File: config.mk
export PLATFORM = sky130hd
export DESIGN_NAME = divisor_count_by_factoring
export DESIGN_NICKNAME = d
export VERILOG_FILES = /design/src/rtl/dcf_pkg.sv /design/src/rtl/dcf_div.sv /design/src/rtl/dcf_datapath.sv /design/src/rtl/dcf_ctrl.sv /design/src/rtl/divisor_count_by_factoring.sv
export SDC_FILE = /design/constraint.sdc
export NUM_CORES = 1
export LEC_CHECK = 0
export BUFFER_PORTS_ARGS = -buffer_cell sky130_fd_sc_hd__buf_2
export CAP_MARGIN = 20
export CORE_MARGIN = 2
export CORE_UTILIZATION = 33
export CTS_BUF_LIST = sky130_fd_sc_hd__clkbuf_8
export DETAILED_ROUTE_END_ITERATION = 8
export PLACE_DENSITY = 0.53
export SYNTH_ARGS = -nofsm -noshare
export SYNTH_HDL_FRONTEND = slang
export SYNTH_HIERARCHICAL = 1
export SYNTH_SLANG_ARGS = --single-unit
File: constraint.sdc
create_clock -name clk -period 8.6 [get_ports clk]
set_clock_uncertainty 0.05 [all_clocks]
set_input_delay 0.43 -clock clk [delete_from_list [all_inputs] [get_ports clk]]
set_output_delay 0.43 -clock clk [all_outputs]
set_load 0.01 [all_outputs]
File: src/rtl/dcf_pkg.sv
package dcf_pkg;

  // Width of the number being factored
  localparam int VALUE_BITS = 16;
  // Candidate divisor never exceeds sqrt(2^VALUE_BITS), plus room for the final step
  localparam int CAND_BITS = VALUE_BITS / 2 + 1;
  // An exponent never exceeds VALUE_BITS - 1; exponent + 1 must also fit
  localparam int EXP_BITS = $clog2(VALUE_BITS + 1);
  localparam int COUNT_BITS = 8;
  localparam int DIV_CNT_BITS = $clog2(VALUE_BITS);

  localparam logic [VALUE_BITS-1:0] MAX_VALUE_RESET = VALUE_BITS'(2000);
  localparam logic [VALUE_BITS-1:0] MIN_VALID = VALUE_BITS'(2);
  localparam logic [CAND_BITS-1:0] FIRST_CAND = CAND_BITS'(2);
  localparam logic [COUNT_BITS-1:0] COUNT_MAX = {COUNT_BITS{1'b1}};

  // Controller states, one-hot
  typedef enum logic [7:0] {
    S_IDLE   = 8'b0000_0001,
    S_RANGE  = 8'b0000_0010,
    S_TEST   = 8'b0000_0100,
    S_DSTART = 8'b0000_1000,
    S_DIV    = 8'b0001_0000,
    S_MULT   = 8'b0010_0000,
    S_FINAL  = 8'b0100_0000,
    S_DONE   = 8'b1000_0000
  } state_t;

  // Commands from controller to datapath
  typedef struct packed {
    logic load;        // capture a new word, reset the factoring state
    logic div_start;   // divide the remaining value by the candidate
    logic div_accept;  // take the quotient, bump the exponent
    logic mult;        // fold exponent into count, move to next candidate
    logic final_mul;   // double the count for a prime cofactor
  } cmd_t;

  // Status from datapath to controller
  typedef struct packed {
    logic invalid;     // word out of range
    logic cand_ok;     // cand * cand <= remaining value
    logic div_done;    // divider result ready this cycle
    logic div_zero;    // remainder of the last division is zero
  } stat_t;

endpackage

File: src/rtl/dcf_div.sv
module dcf_div (
  input  logic                           clk,
  input  logic                           rst_n,
  input  logic                           start,
  input  logic [dcf_pkg::VALUE_BITS-1:0] dividend,
  input  logic [dcf_pkg::CAND_BITS-1:0]  divisor,
  output logic                           done,
  output logic [dcf_pkg::VALUE_BITS-1:0] quotient,
  output logic [dcf_pkg::CAND_BITS-1:0]  remainder
);

  localparam int VB = dcf_pkg::VALUE_BITS;
  localparam int CB = dcf_pkg::CAND_BITS;
  localparam int NB = dcf_pkg::DIV_CNT_BITS;
  localparam logic [NB-1:0] CNT_LAST = NB'(VB - 1);

  logic          run_r;
  logic          done_r;
  logic [NB-1:0] cnt_r;
  logic [VB-1:0] quo_r;
  logic [VB-1:0] quo_nxt;
  logic [CB-1:0] rem_r;
  logic [CB-1:0] rem_nxt;
  logic [CB:0]   shifted;
  logic [CB+1:0] diff;
  logic          ge;

  // Restoring step: shift in one dividend bit, subtract if it fits
  assign shifted = {rem_r, quo_r[VB-1]};
  assign diff    = {1'b0, shifted} - {2'b00, divisor};
  assign ge      = ~diff[CB+1];
  assign rem_nxt = ge ? diff[CB-1:0] : shifted[CB-1:0];
  assign quo_nxt = {quo_r[VB-2:0], ge};

  // Control: run for one cycle per dividend bit
  always_ff @(posedge clk) begin
    if (!rst_n) begin
      run_r  <= 1'b0;
      done_r <= 1'b0;
      cnt_r  <= '0;
    end else begin
      done_r <= 1'b0;
      if (start) begin
        run_r <= 1'b1;
        cnt_r <= '0;
      end else if (run_r) begin
        cnt_r <= cnt_r + NB'(1);
        if (cnt_r == CNT_LAST) begin
          run_r  <= 1'b0;
          done_r <= 1'b1;
        end
      end
    end
  end

  // Partial remainder and quotient
  always_ff @(posedge clk) begin
    if (start) begin
      quo_r <= dividend;
      rem_r <= '0;
    end else if (run_r) begin
      quo_r <= quo_nxt;
      rem_r <= rem_nxt;
    end
  end

  assign done      = done_r;
  assign quotient  = quo_r;
  assign remainder = rem_r;

endmodule

File: src/rtl/dcf_datapath.sv
module dcf_datapath (
  input  logic                            clk,
  input  logic                            rst_n,
  input  logic                            cfg_wr_en,
  input  logic [dcf_pkg::VALUE_BITS-1:0]  cfg_wr_data,
  input  logic [dcf_pkg::VALUE_BITS-1:0]  number_in,
  input  dcf_pkg::cmd_t                   cmd,
  output dcf_pkg::stat_t                  stat,
  output logic                            status,
  output logic [dcf_pkg::COUNT_BITS-1:0]  divisor_count
);

  localparam int VB = dcf_pkg::VALUE_BITS;
  localparam int CB = dcf_pkg::CAND_BITS;
  localparam int EB = dcf_pkg::EXP_BITS;
  localparam int KB = dcf_pkg::COUNT_BITS;

  logic [VB-1:0]    max_r;
  logic [VB-1:0]    rest_r;
  logic [CB-1:0]    cand_r;
  logic [EB-1:0]    exp_r;
  logic [KB-1:0]    count_r;
  logic             invalid_r;
  logic [2*CB-1:0]  cand_sq;
  logic [EB-1:0]    mul_b;
  logic [KB+EB-1:0] prod;
  logic [KB-1:0]    count_sat;
  logic             div_done;
  logic [VB-1:0]    quotient;
  logic [CB-1:0]    remainder;

  dcf_div u_div (
    .clk       (clk),
    .rst_n     (rst_n),
    .start     (cmd.div_start),
    .dividend  (rest_r),
    .divisor   (cand_r),
    .done      (div_done),
    .quotient  (quotient),
    .remainder (remainder)
  );

  // Hold the range limit
  always_ff @(posedge clk) begin
    if (!rst_n) begin
      max_r <= dcf_pkg::MAX_VALUE_RESET;
    end else if (cfg_wr_en) begin
      max_r <= cfg_wr_data;
    end
  end

  // Bound test and shared saturating count multiplier
  assign cand_sq   = cand_r * cand_r;
  assign mul_b     = cmd.final_mul ? EB'(2) : exp_r + EB'(1);
  assign prod      = count_r * mul_b;
  assign count_sat = (prod > (KB+EB)'(dcf_pkg::COUNT_MAX)) ? dcf_pkg::COUNT_MAX : prod[KB-1:0];

  // Factoring state
  always_ff @(posedge clk) begin
    if (cmd.load) begin
      rest_r    <= number_in;
      cand_r    <= dcf_pkg::FIRST_CAND;
      exp_r     <= '0;
      count_r   <= KB'(1);
      invalid_r <= (number_in < dcf_pkg::MIN_VALID) || (number_in > max_r);
    end else if (cmd.div_accept) begin
      rest_r <= quotient;
      exp_r  <= exp_r + EB'(1);
    end else if (cmd.mult) begin
      count_r <= count_sat;
      exp_r   <= '0;
      cand_r  <= cand_r + CB'(1);
    end else if (cmd.final_mul) begin
      if (rest_r > VB'(1)) begin
        count_r <= count_sat;
      end
    end
  end

  assign stat.invalid  = invalid_r;
  assign stat.cand_ok  = cand_sq <= (2*CB)'(rest_r);
  assign stat.div_done = div_done;
  assign stat.div_zero = remainder == '0;

  assign status        = invalid_r;
  assign divisor_count = invalid_r ? '0 : count_r;

endmodule

File: src/rtl/dcf_ctrl.sv
module dcf_ctrl (
  input  logic           clk,
  input  logic           rst_n,
  input  logic           start,
  input  dcf_pkg::stat_t stat,
  output dcf_pkg::cmd_t  cmd,
  output logic           busy,
  output logic           out_valid
);

  dcf_pkg::state_t state_r;
  dcf_pkg::state_t state_nxt;

  always_ff @(posedge clk) begin
    if (!rst_n) begin
      state_r <= dcf_pkg::S_IDLE;
    end else begin
      state_r <= state_nxt;
    end
  end

  // Sequence the trial division
  always_comb begin
    state_nxt = state_r;
    cmd       = '0;
    case (state_r)
      dcf_pkg::S_IDLE: begin
        if (start) begin
          cmd.load  = 1'b1;
          state_nxt = dcf_pkg::S_RANGE;
        end
      end
      dcf_pkg::S_RANGE: begin
        state_nxt = stat.invalid ? dcf_pkg::S_DONE : dcf_pkg::S_TEST;
      end
      dcf_pkg::S_TEST: begin
        state_nxt = stat.cand_ok ? dcf_pkg::S_DSTART : dcf_pkg::S_FINAL;
      end
      dcf_pkg::S_DSTART: begin
        cmd.div_start = 1'b1;
        state_nxt     = dcf_pkg::S_DIV;
      end
      dcf_pkg::S_DIV: begin
        if (stat.div_done) begin
          if (stat.div_zero) begin
            cmd.div_accept = 1'b1;
            state_nxt      = dcf_pkg::S_DSTART;
          end else begin
            state_nxt = dcf_pkg::S_MULT;
          end
        end
      end
      dcf_pkg::S_MULT: begin
        cmd.mult  = 1'b1;
        state_nxt = dcf_pkg::S_TEST;
      end
      dcf_pkg::S_FINAL: begin
        cmd.final_mul = 1'b1;
        state_nxt     = dcf_pkg::S_DONE;
      end
      dcf_pkg::S_DONE: begin
        state_nxt = dcf_pkg::S_IDLE;
      end
      default: begin
        state_nxt = dcf_pkg::S_IDLE;
      end
    endcase
  end

  assign busy      = state_r != dcf_pkg::S_IDLE;
  assign out_valid = state_r == dcf_pkg::S_DONE;

  a_one_result: assert property (@(posedge clk) disable iff (!rst_n)
    out_valid |=> !out_valid && !busy)
    else $error("result strobe longer than one cycle");

  a_accept_busy: assert property (@(posedge clk) disable iff (!rst_n)
    (start && !busy) |=> busy)
    else $error("accepted word did not raise busy");

  a_div_done_state: assert property (@(posedge clk) disable iff (!rst_n)
    stat.div_done |-> state_r == dcf_pkg::S_DIV)
    else $error("divider finished outside the divide state");

endmodule

File: src/rtl/divisor_count_by_factoring.sv
// Divisor counter by trial division.
// Input: present a word on in_number_in with start high; it is taken at a
// clock edge where start is high and busy is low. busy stays high until the
// result has been shown.
// Output: one result per word, out_status (1 = out of range) and
// out_divisor_count, held for exactly one cycle with out_valid high. The
// receiver has no way to stall it.
// Timing: an out-of-range word goes from the range check straight to the
// result. A valid word takes, per trial candidate, a bound test, one
// division more than the exponent found and a count update, each division
// running a one-bit-per-cycle restoring divider over the 16-bit remaining
// value; the worst case (a large prime) is 254 candidates. The next word
// is taken the cycle after the result strobe.
// Configuration: cfg_wr_en with cfg_wr_data writes the largest valid input;
// write only while busy is low.
// Reset (synchronous, rst_n low): controller returns to idle and the limit
// returns to 2000.
module divisor_count_by_factoring (
  input  logic                           clk,
  input  logic                           rst_n,
  input  logic                           cfg_wr_en,
  input  logic [dcf_pkg::VALUE_BITS-1:0] cfg_wr_data,
  input  logic                           start,
  input  logic [dcf_pkg::VALUE_BITS-1:0] in_number_in,
  output logic                           busy,
  output logic                           out_valid,
  output logic                           out_status,
  output logic [dcf_pkg::COUNT_BITS-1:0] out_divisor_count
);

  dcf_pkg::cmd_t  cmd;
  dcf_pkg::stat_t stat;

  dcf_ctrl u_ctrl (
    .clk       (clk),
    .rst_n     (rst_n),
    .start     (start),
    .stat      (stat),
    .cmd       (cmd),
    .busy      (busy),
    .out_valid (out_valid)
  );

  dcf_datapath u_dp (
    .clk           (clk),
    .rst_n         (rst_n),
    .cfg_wr_en     (cfg_wr_en),
    .cfg_wr_data   (cfg_wr_data),
    .number_in     (in_number_in),
    .cmd           (cmd),
    .stat          (stat),
    .status        (out_status),
    .divisor_count (out_divisor_count)
  );

endmodule
==> results.yml, run 1 <==
detailed_routing:
  drtIter0Drc: 399
  route.detailed.drc: 0
  drt.antenna.violating_nets: 0
  drtPass1Iterations: 4
  viasPerCell: 4.96
  vias: 6573
  wl_per_cell_um: 14.7
  routed_wl_um: 19500
yosys:
  yosys-top-cells-area: "ha_1 (14%), dfxtp_1 (14%), fa_1 (13%), edfxtp_1 (11%), inv_1 (6.0%)"
  yosysSeqAreaShare: 0.253
  synth.largest_area_cell: "ha_1"
  postSynthNetCount: 1142
  syn_area_um2: 8730
  async_flop_share: 0
  synth_cell_types: 73
  syn_inst: 953
  synth-edff-count: 33
  ys_warn_count: 6
  postSynthAreaPerCell_um2: 9.16
  synth_top_area_share: 0.140
  synthFlopType: "dfxtp_1"
  ys_ff_latch: 94
sta:
  drv_slew: 0
  tns_ns: 0
  worst_pin_slew_ns: 1.01
  fmax_ghz: 0.158
  period_minus_slack_ns: 6.32
  slew_headroom: 0.323
  post-route-period-util: 0.735
  hold_violations: 0
  setup_violations: 0
  rsz0062_at_grt: "false"
clock_network:
  h-tree-depth: 3
  cts_tree: "built"
  cts.hold.buffers_added: 0
  post_cts_resized: 0
  cts_root_buf: "clkbuf_8"
  cts_buffers: 9
  clk_latency_ns: 0.39
  clockBufferDepth: 2
  clock-sinks: 94
  post-cts-setup-buffers: 0
  clk_pin_slew_ns: 0.11
grt:
  grt_overflow: 0
  grt_pass1_wl_um: 33600
  grt_pass1_vias: 6727
  track_usage: 0.146
  grt_max_degree: 42
  grt_antenna_before_repair: 0
placement:
  port_buffers: 46
  dpl-instance-area_um2: 9280
  place.gp.congestion: 0.857
  hpwlAfterDp_um: 15700
critical_path:
  crit_path_frequent_cell: "inv_1"
  r2r_start: "u_dp/cand_r[2]$_SDFFE_PP0P_"
  ff2ff_setup_slack_ns: 2.28
  cp-startpoint: "u_dp/cand_r[2]$_SDFFE_PP0P_"
  critPathBufInv: 4
  crit_family: "adder cells"
  slowest_stage: "dfxtp_1"
  timing.rr.end: "u_ctrl/state_r[3]$_SDFFE_PN0P_"
  critPathCaptureType: "register"
  path_max_fanout: 17
  crit_end: "u_ctrl/state_r[3]$_SDFFE_PN0P_"
  setup.worst_path.class: "register to register"
  crit_arrival_ns: 6.60
  crit_path_start_kind: "register"
  r2r_cells: 25
  cpPeakStageDelay_ns: 0.74
  cp.required_ns: 8.88
  crit_cells: 25
cells_and_area:
  n_antenna_cell: 0
  design_area_um2: 9490
  drive_above_1_share: 0.120
  syn2layout_area_growth_pct: 8.71
  fin_util: 0.365
  nFillCells: 2686
  nNetsFinal: 1174
power:
  powerDensity_nw_per_um2: 105
  p_seq_frac: 0.498
  p_clk_frac: 0.327
  combPwrFrac: 0.175
  power.share.switching: 0.300
  ir_worst_vdd_uv: 107
  power.switching_mw: 0.298
  total_power_mw: 0.994
  p_int_mw: 0.696
  p_leak_nw: 4.37
job:
  drv_cap: 0
min_path:
  hold_path.class: "input port to register"
floorplan:
  num_rows: 59
  die_h_um: 167
  fp.dieArea_um2: 27800
  die_w_um: 167
  start_util: 0.336
  io_pins: 47
  core_um2: 26000
outcome:
  status: "complete, no violations"
stage by stage:
step,setup slack [ns],cells,hold WS (ns)
after floorplan,2.97,953,0.389
after global placement,2.41,1309,0.420
after detailed placement,2.32,1309,0.411
after CTS,2.27,1325,0.167
after global routing,1.89,1325,0.196
final,2.28,1325,0.191
state kept, by name, indices dropped and copies added (netlist names):
signal and flops:
u_dp/status 1, u_ctrl/state_r 8, u_dp/rest_r 16, u_dp/u_div/cnt_r 4
u_dp/exp_r 5, u_dp/u_div/done 1, u_dp/count_r 8, u_dp/u_div/quotient 16
u_dp/cand_r 9, u_dp/u_div/remainder 9, u_dp/max_r 16, u_dp/u_div/run_r 1
power groups by stage:
stage | Clock (mW) | Sequential (mW) | Combinational, mW
finish | 0.325 | 0.495 | 0.174
global route | 0.355 | 0.499 | 0.194
CTS | 0.340 | 0.495 | 0.175
detailed placement | 0 | 0.506 | 0.174
global placement | 0 | 0.505 | 0.173
floorplan | 0 | 0.499 | 0.134
cell type report:
| cell class | instances | area, um2 | area share |
|---|---|---|---|
| Clock buffer | 9 | 124 | 0.0130 |
| Clock inverter | 7 | 88.8 | 0.00936 |
| Inverter | 140 | 526 | 0.0554 |
| Multi-Input combinational cell | 692 | 5880 | 0.619 |
| Sequential cell | 94 | 2210 | 0.233 |
| Tap cell | 335 | 419 | 0.0442 |
| Timing Repair Buffer | 48 | 245 | 0.0258 |
per-layer routing:
metal,track usage,share of wire
met1,0.203,0.50
met2,0.239,0.45
met3,0.0231,0.029
met5,0,0
met4,0.0371,0.014
cell families (layout without fill, tap and decap cells):
kind of cell / count (synthesis) / in the layout / share of synthesized area
buffers and inverters: 167 / 204 / 0.0744
XOR/XNOR: 36 / 36 / 0.0361
flip-flops: 94 / 94 / 0.253
AO/OA/AOI/OAI: 163 / 163 / 0.131
adder cells (fa/ha/maj): 153 / 153 / 0.267
AND/OR/NAND/NOR: 294 / 294 / 0.181
multiplexers: 46 / 46 / 0.0573
cell usage in the layout, fill, tap and decap left out, types with 4 or more instances in the layout:
master | synthesis | final
xnor2_1 | 20 | 20
inv_1 | 140 | 140
a21oi_1 | 31 | 31
nand2b_1 | 9 | 9
nor4_1 | 12 | 12
o21a_1 | 9 | 9
fa_1 | 55 | 55
nor2b_1 | 33 | 33
a31oi_1 | 10 | 10
inv_8 | 0 | 4
buf_2 | 0 | 46
nand3_1 | 14 | 14
nor3_1 | 10 | 10
dfxtp_1 | 61 | 61
o211ai_1 | 9 | 9
a21o_1 | 12 | 12
xor2_1 | 16 | 16
nand2_1 | 58 | 58
and2_1 | 45 | 45
a211oi_1 | 13 | 13
edfxtp_1 | 33 | 33
ha_1 | 98 | 98
mux2_2 | 32 | 32
nand4b_1 | 6 | 6
nor2_1 | 73 | 72
mux2i_1 | 14 | 14
o21ai_0 | 35 | 35
clkbuf_8 | 0 | 9
nand4_1 | 12 | 12
worst min-delay path: stages:
cell and delay [ns]:
buf_2 0.07, nand2_1 0.04, o211ai_1 0.06
synth_stat cells, drive strengths merged (9+ instances only):
| library cell | instances |
|---|---|
| clkbuf | 19 |
| o21ai | 36 |
| nand3 | 15 |
| nand2 | 58 |
| ha | 98 |
| a21o | 13 |
| a211oi | 14 |
| nand2b | 9 |
| xnor2 | 20 |
| o211ai | 9 |
| and2 | 45 |
| a21oi | 31 |
| a31oi | 10 |
| inv | 140 |
| o21a | 9 |
| dfxtp | 61 |
| edfxtp | 33 |
| nor3 | 10 |
| mux2i | 14 |
| nand4 | 12 |
| xor2 | 16 |
| nor2 | 74 |
| fa | 55 |
| nor4 | 15 |
| nor2b | 33 |
| mux2 | 32 |
worst min-delay path by stage:
stage                                              to  cells after the start  slack, ns                              from
after floorplan            u_dp/u_div/done$_SDFF_PP0_                      2       0.39  u_dp/u_div/cnt_r[3]$_SDFFE_PP0P_
after global placement     u_dp/u_div/done$_SDFF_PP0_                      2       0.42  u_dp/u_div/cnt_r[3]$_SDFFE_PP0P_
after detailed placement   u_dp/u_div/done$_SDFF_PP0_                      2       0.41  u_dp/u_div/cnt_r[3]$_SDFFE_PP0P_
after CTS                 u_dp/max_r[10]$_SDFFE_PN1P_                      3       0.17                   cfg_wr_data[10]
after global routing       u_dp/max_r[8]$_SDFFE_PN1P_                      3       0.20                    cfg_wr_data[8]
final                     u_dp/max_r[10]$_SDFFE_PN1P_                      3       0.19                   cfg_wr_data[10]
Power figures use the tool's default switching activity.
==> run 2, diff against run 1 <==
--- a/config.mk
+++ b/config.mk
@@ -11,7 +11,7 @@
 export CORE_UTILIZATION = 33
 export CTS_BUF_LIST = sky130_fd_sc_hd__clkbuf_8
 export DETAILED_ROUTE_END_ITERATION = 8
-export PLACE_DENSITY = 0.53
+export PLACE_DENSITY = 0.55
 export SYNTH_ARGS = -nofsm -noshare
 export SYNTH_HDL_FRONTEND = slang
 export SYNTH_HIERARCHICAL = 1
==> constraint.sdc (replaced) <==
create_clock -name clk -period 5.1 [get_ports clk]
set_clock_uncertainty 0.05 [all_clocks]
set_input_delay 0.255 -clock clk [delete_from_list [all_inputs] [get_ports clk]]
set_output_delay 0.255 -clock clk [all_outputs]
set_load 0.01 [all_outputs]
==> run 2 against run 1 <==
Against the previous run: the run now ends with setup timing left; sequential power increased by 68%; largest cell class unchanged; largest power group unchanged; critical path depth increased by 2; sequential cell count unchanged; combinational power increased by 68%; worst hold slack got worse by 0.16 ns; non-clock buffer count increased by 82; first-iteration DRC count decreased by 34%; critical endpoint is now u_ctrl/state_r[6]$_SDFFE_PN0P_; die area unchanged.
==> results.yml, run 2 (synthesis results as in run 1) <==
power:
  powerDensity_nw_per_um2: 155
  p_leak_nw: 4.78
  p_seq_frac: 0.512
  power.share.switching: 0.307
  ir_worst_vdd_uv: 122
  p_clk_frac: 0.308
  power.switching_mw: 0.498
  p_int_mw: 1.13
  total_power_mw: 1.62
  combPwrFrac: 0.180
sta:
  post-route-period-util: 1.07
  fin_ws_ns: -0.357
  worst_pin_slew_ns: 0.704
  rsz0062_at_grt: "true"
  hold_violations: 0
  worst_hold_slack_ns: 0.0316
  period_minus_slack_ns: 5.46
  setup_violations: 2
  fmax_ghz: 0.183
  tns_ns: -0.627
  slew_headroom: 0.529
  drv_slew: 0
cells_and_area:
  layout.cells.non_filler: 1407
  design_area_um2: 10500
  nNetsFinal: 1256
  mostFrequentLayoutCells: "inv_1 (128), ha_1 (85), buf_4 (83), nor2_1 (64), dfxtp_1 (52)"
  fin_util: 0.403
  syn2layout_area_growth_pct: 19.9
  mostFrequentLayoutCell: "inv_1"
  n_antenna_cell: 0
  drive_above_1_share: 0.265
  nFillCells: 2672
critical_path:
  crit_path_frequent_cell: "fa_1"
  crit_path_start_kind: "register"
  cpPeakStageDelay_ns: 0.54
  path_max_fanout: 6
  setup.worst_path.class: "register to register"
  timing.rr.end: "u_ctrl/state_r[6]$_SDFFE_PN0P_"
  r2r_cells: 27
  slowest_stage: "fa_1"
  crit_arrival_ns: 5.72
  r2r_start: "u_dp/cand_r[1]$_SDFFE_PP1P_"
  ff2ff_setup_slack_ns: -0.36
  cp.required_ns: 5.37
  critPathCaptureType: "register"
detailed_routing:
  drtIter0Drc: 262
  routed_wl_um: 20200
  route.detailed.drc: 0
  vias: 6895
  wl_per_cell_um: 14.4
  drt.antenna.violating_nets: 0
  viasPerCell: 4.90
  drtPass1Iterations: 4
grt:
  track_usage: 0.149
  grt_pass1_vias: 6923
  grt_pass1_wl_um: 34400
  grt_overflow: 0
  grt_max_degree: 42
  grt_antenna_before_repair: 0
placement:
  hpwlAfterDp_um: 16000
  dpl-instance-area_um2: 9930
  port_buffers: 46
  dp_cells: 1379
  place.gp.congestion: 0.850
  pre_cts_slack_ns: -0.456
clock_network:
  clk_pin_slew_ns: 0.11
  clockBufferDepth: 2
  cts_tree: "built"
  h-tree-depth: 3
  cts_root_buf: "clkbuf_8"
  cts_buffers: 9
  clock-sinks: 94
  clk_latency_ns: 0.38
min_path:
  hold_path.class: "input port to register"
  hold_path.startpoint: "cfg_wr_data[9]"
  whs_endpoint: "u_dp/max_r[9]$_SDFFE_PN1P_"
  hold_depth: 3
outcome:
  violations: "setup timing"
  status: "finished with violations"
floorplan:
  die_w_um: 167
  start_util: 0.336
  num_rows: 59
  die_h_um: 167
  fp.dieArea_um2: 27800
  io_pins: 47
  core_um2: 26000
job:
  drv_cap: 0
run 2: final cells by class:
class                   instances  area (um2)  share of cell area
clock buffers                   9         124              0.0118
clock inverters                 7        73.8             0.00705
repair buffers                130         865              0.0826
flip-flops and latches         94        2240               0.214
well taps                     335         419              0.0400
inverters                     140         528              0.0504
multi-input cells             692        6220               0.594
run 2: how the worst max path moves through the flow:
stage                                startpoint                             end  slack (ns)  cells after the start
CTS                 u_dp/cand_r[1]$_SDFFE_PP1P_  u_ctrl/state_r[3]$_SDFFE_PN0P_       -0.34                     26
global placement    u_dp/cand_r[3]$_SDFFE_PP0P_  u_ctrl/state_r[3]$_SDFFE_PN0P_       -0.38                     26
floorplan           u_dp/cand_r[6]$_SDFFE_PP0P_  u_ctrl/state_r[3]$_SDFFE_PN0P_       -0.11                     27
detailed placement  u_dp/cand_r[7]$_SDFFE_PP0P_  u_ctrl/state_r[3]$_SDFFE_PN0P_       -0.46                     25
global route        u_dp/cand_r[7]$_SDFFE_PP0P_  u_ctrl/state_r[6]$_SDFFE_PN0P_       -0.58                     27
finish              u_dp/cand_r[1]$_SDFFE_PP1P_  u_ctrl/state_r[6]$_SDFFE_PN0P_       -0.36                     27
run 2: power groups by stage:
stage               logic (mW)  clock network, mW  registers [mW]
floorplan                0.226                  0           0.841
global placement         0.288                  0           0.852
detailed placement       0.289                  0           0.852
CTS                      0.292              0.526           0.832
global route             0.326              0.551           0.836
finish                   0.293              0.499           0.831
run 2: metal layers:
metal | GRT usage | wire, um | part of all wire
met1 | 0.209 | 10100 | 0.50
met2 | 0.246 | 9400 | 0.47
met3 | 0.0233 | 484 | 0.024
met4 | 0.0285 | 206 | 0.010
met5 | 0 | 0 | 0
run 2: repair_timing:
item                                    CTS  global route
hold buffers                              0             0
pin swaps                                35            18
buffers inserted                         11             2
gates resized for setup                  40            38
endpoints found under the setup margin    2             7
run 2: critical path: cells and delay by family, from the launching register on:
kind	cells	cell delay (ns)
xor+xnor	1	0.09
fa+ha+maj	6	2.50
simple gates	5	0.63
buf+inv	7	0.62
compound gates	8	1.08
flops	1	0.40
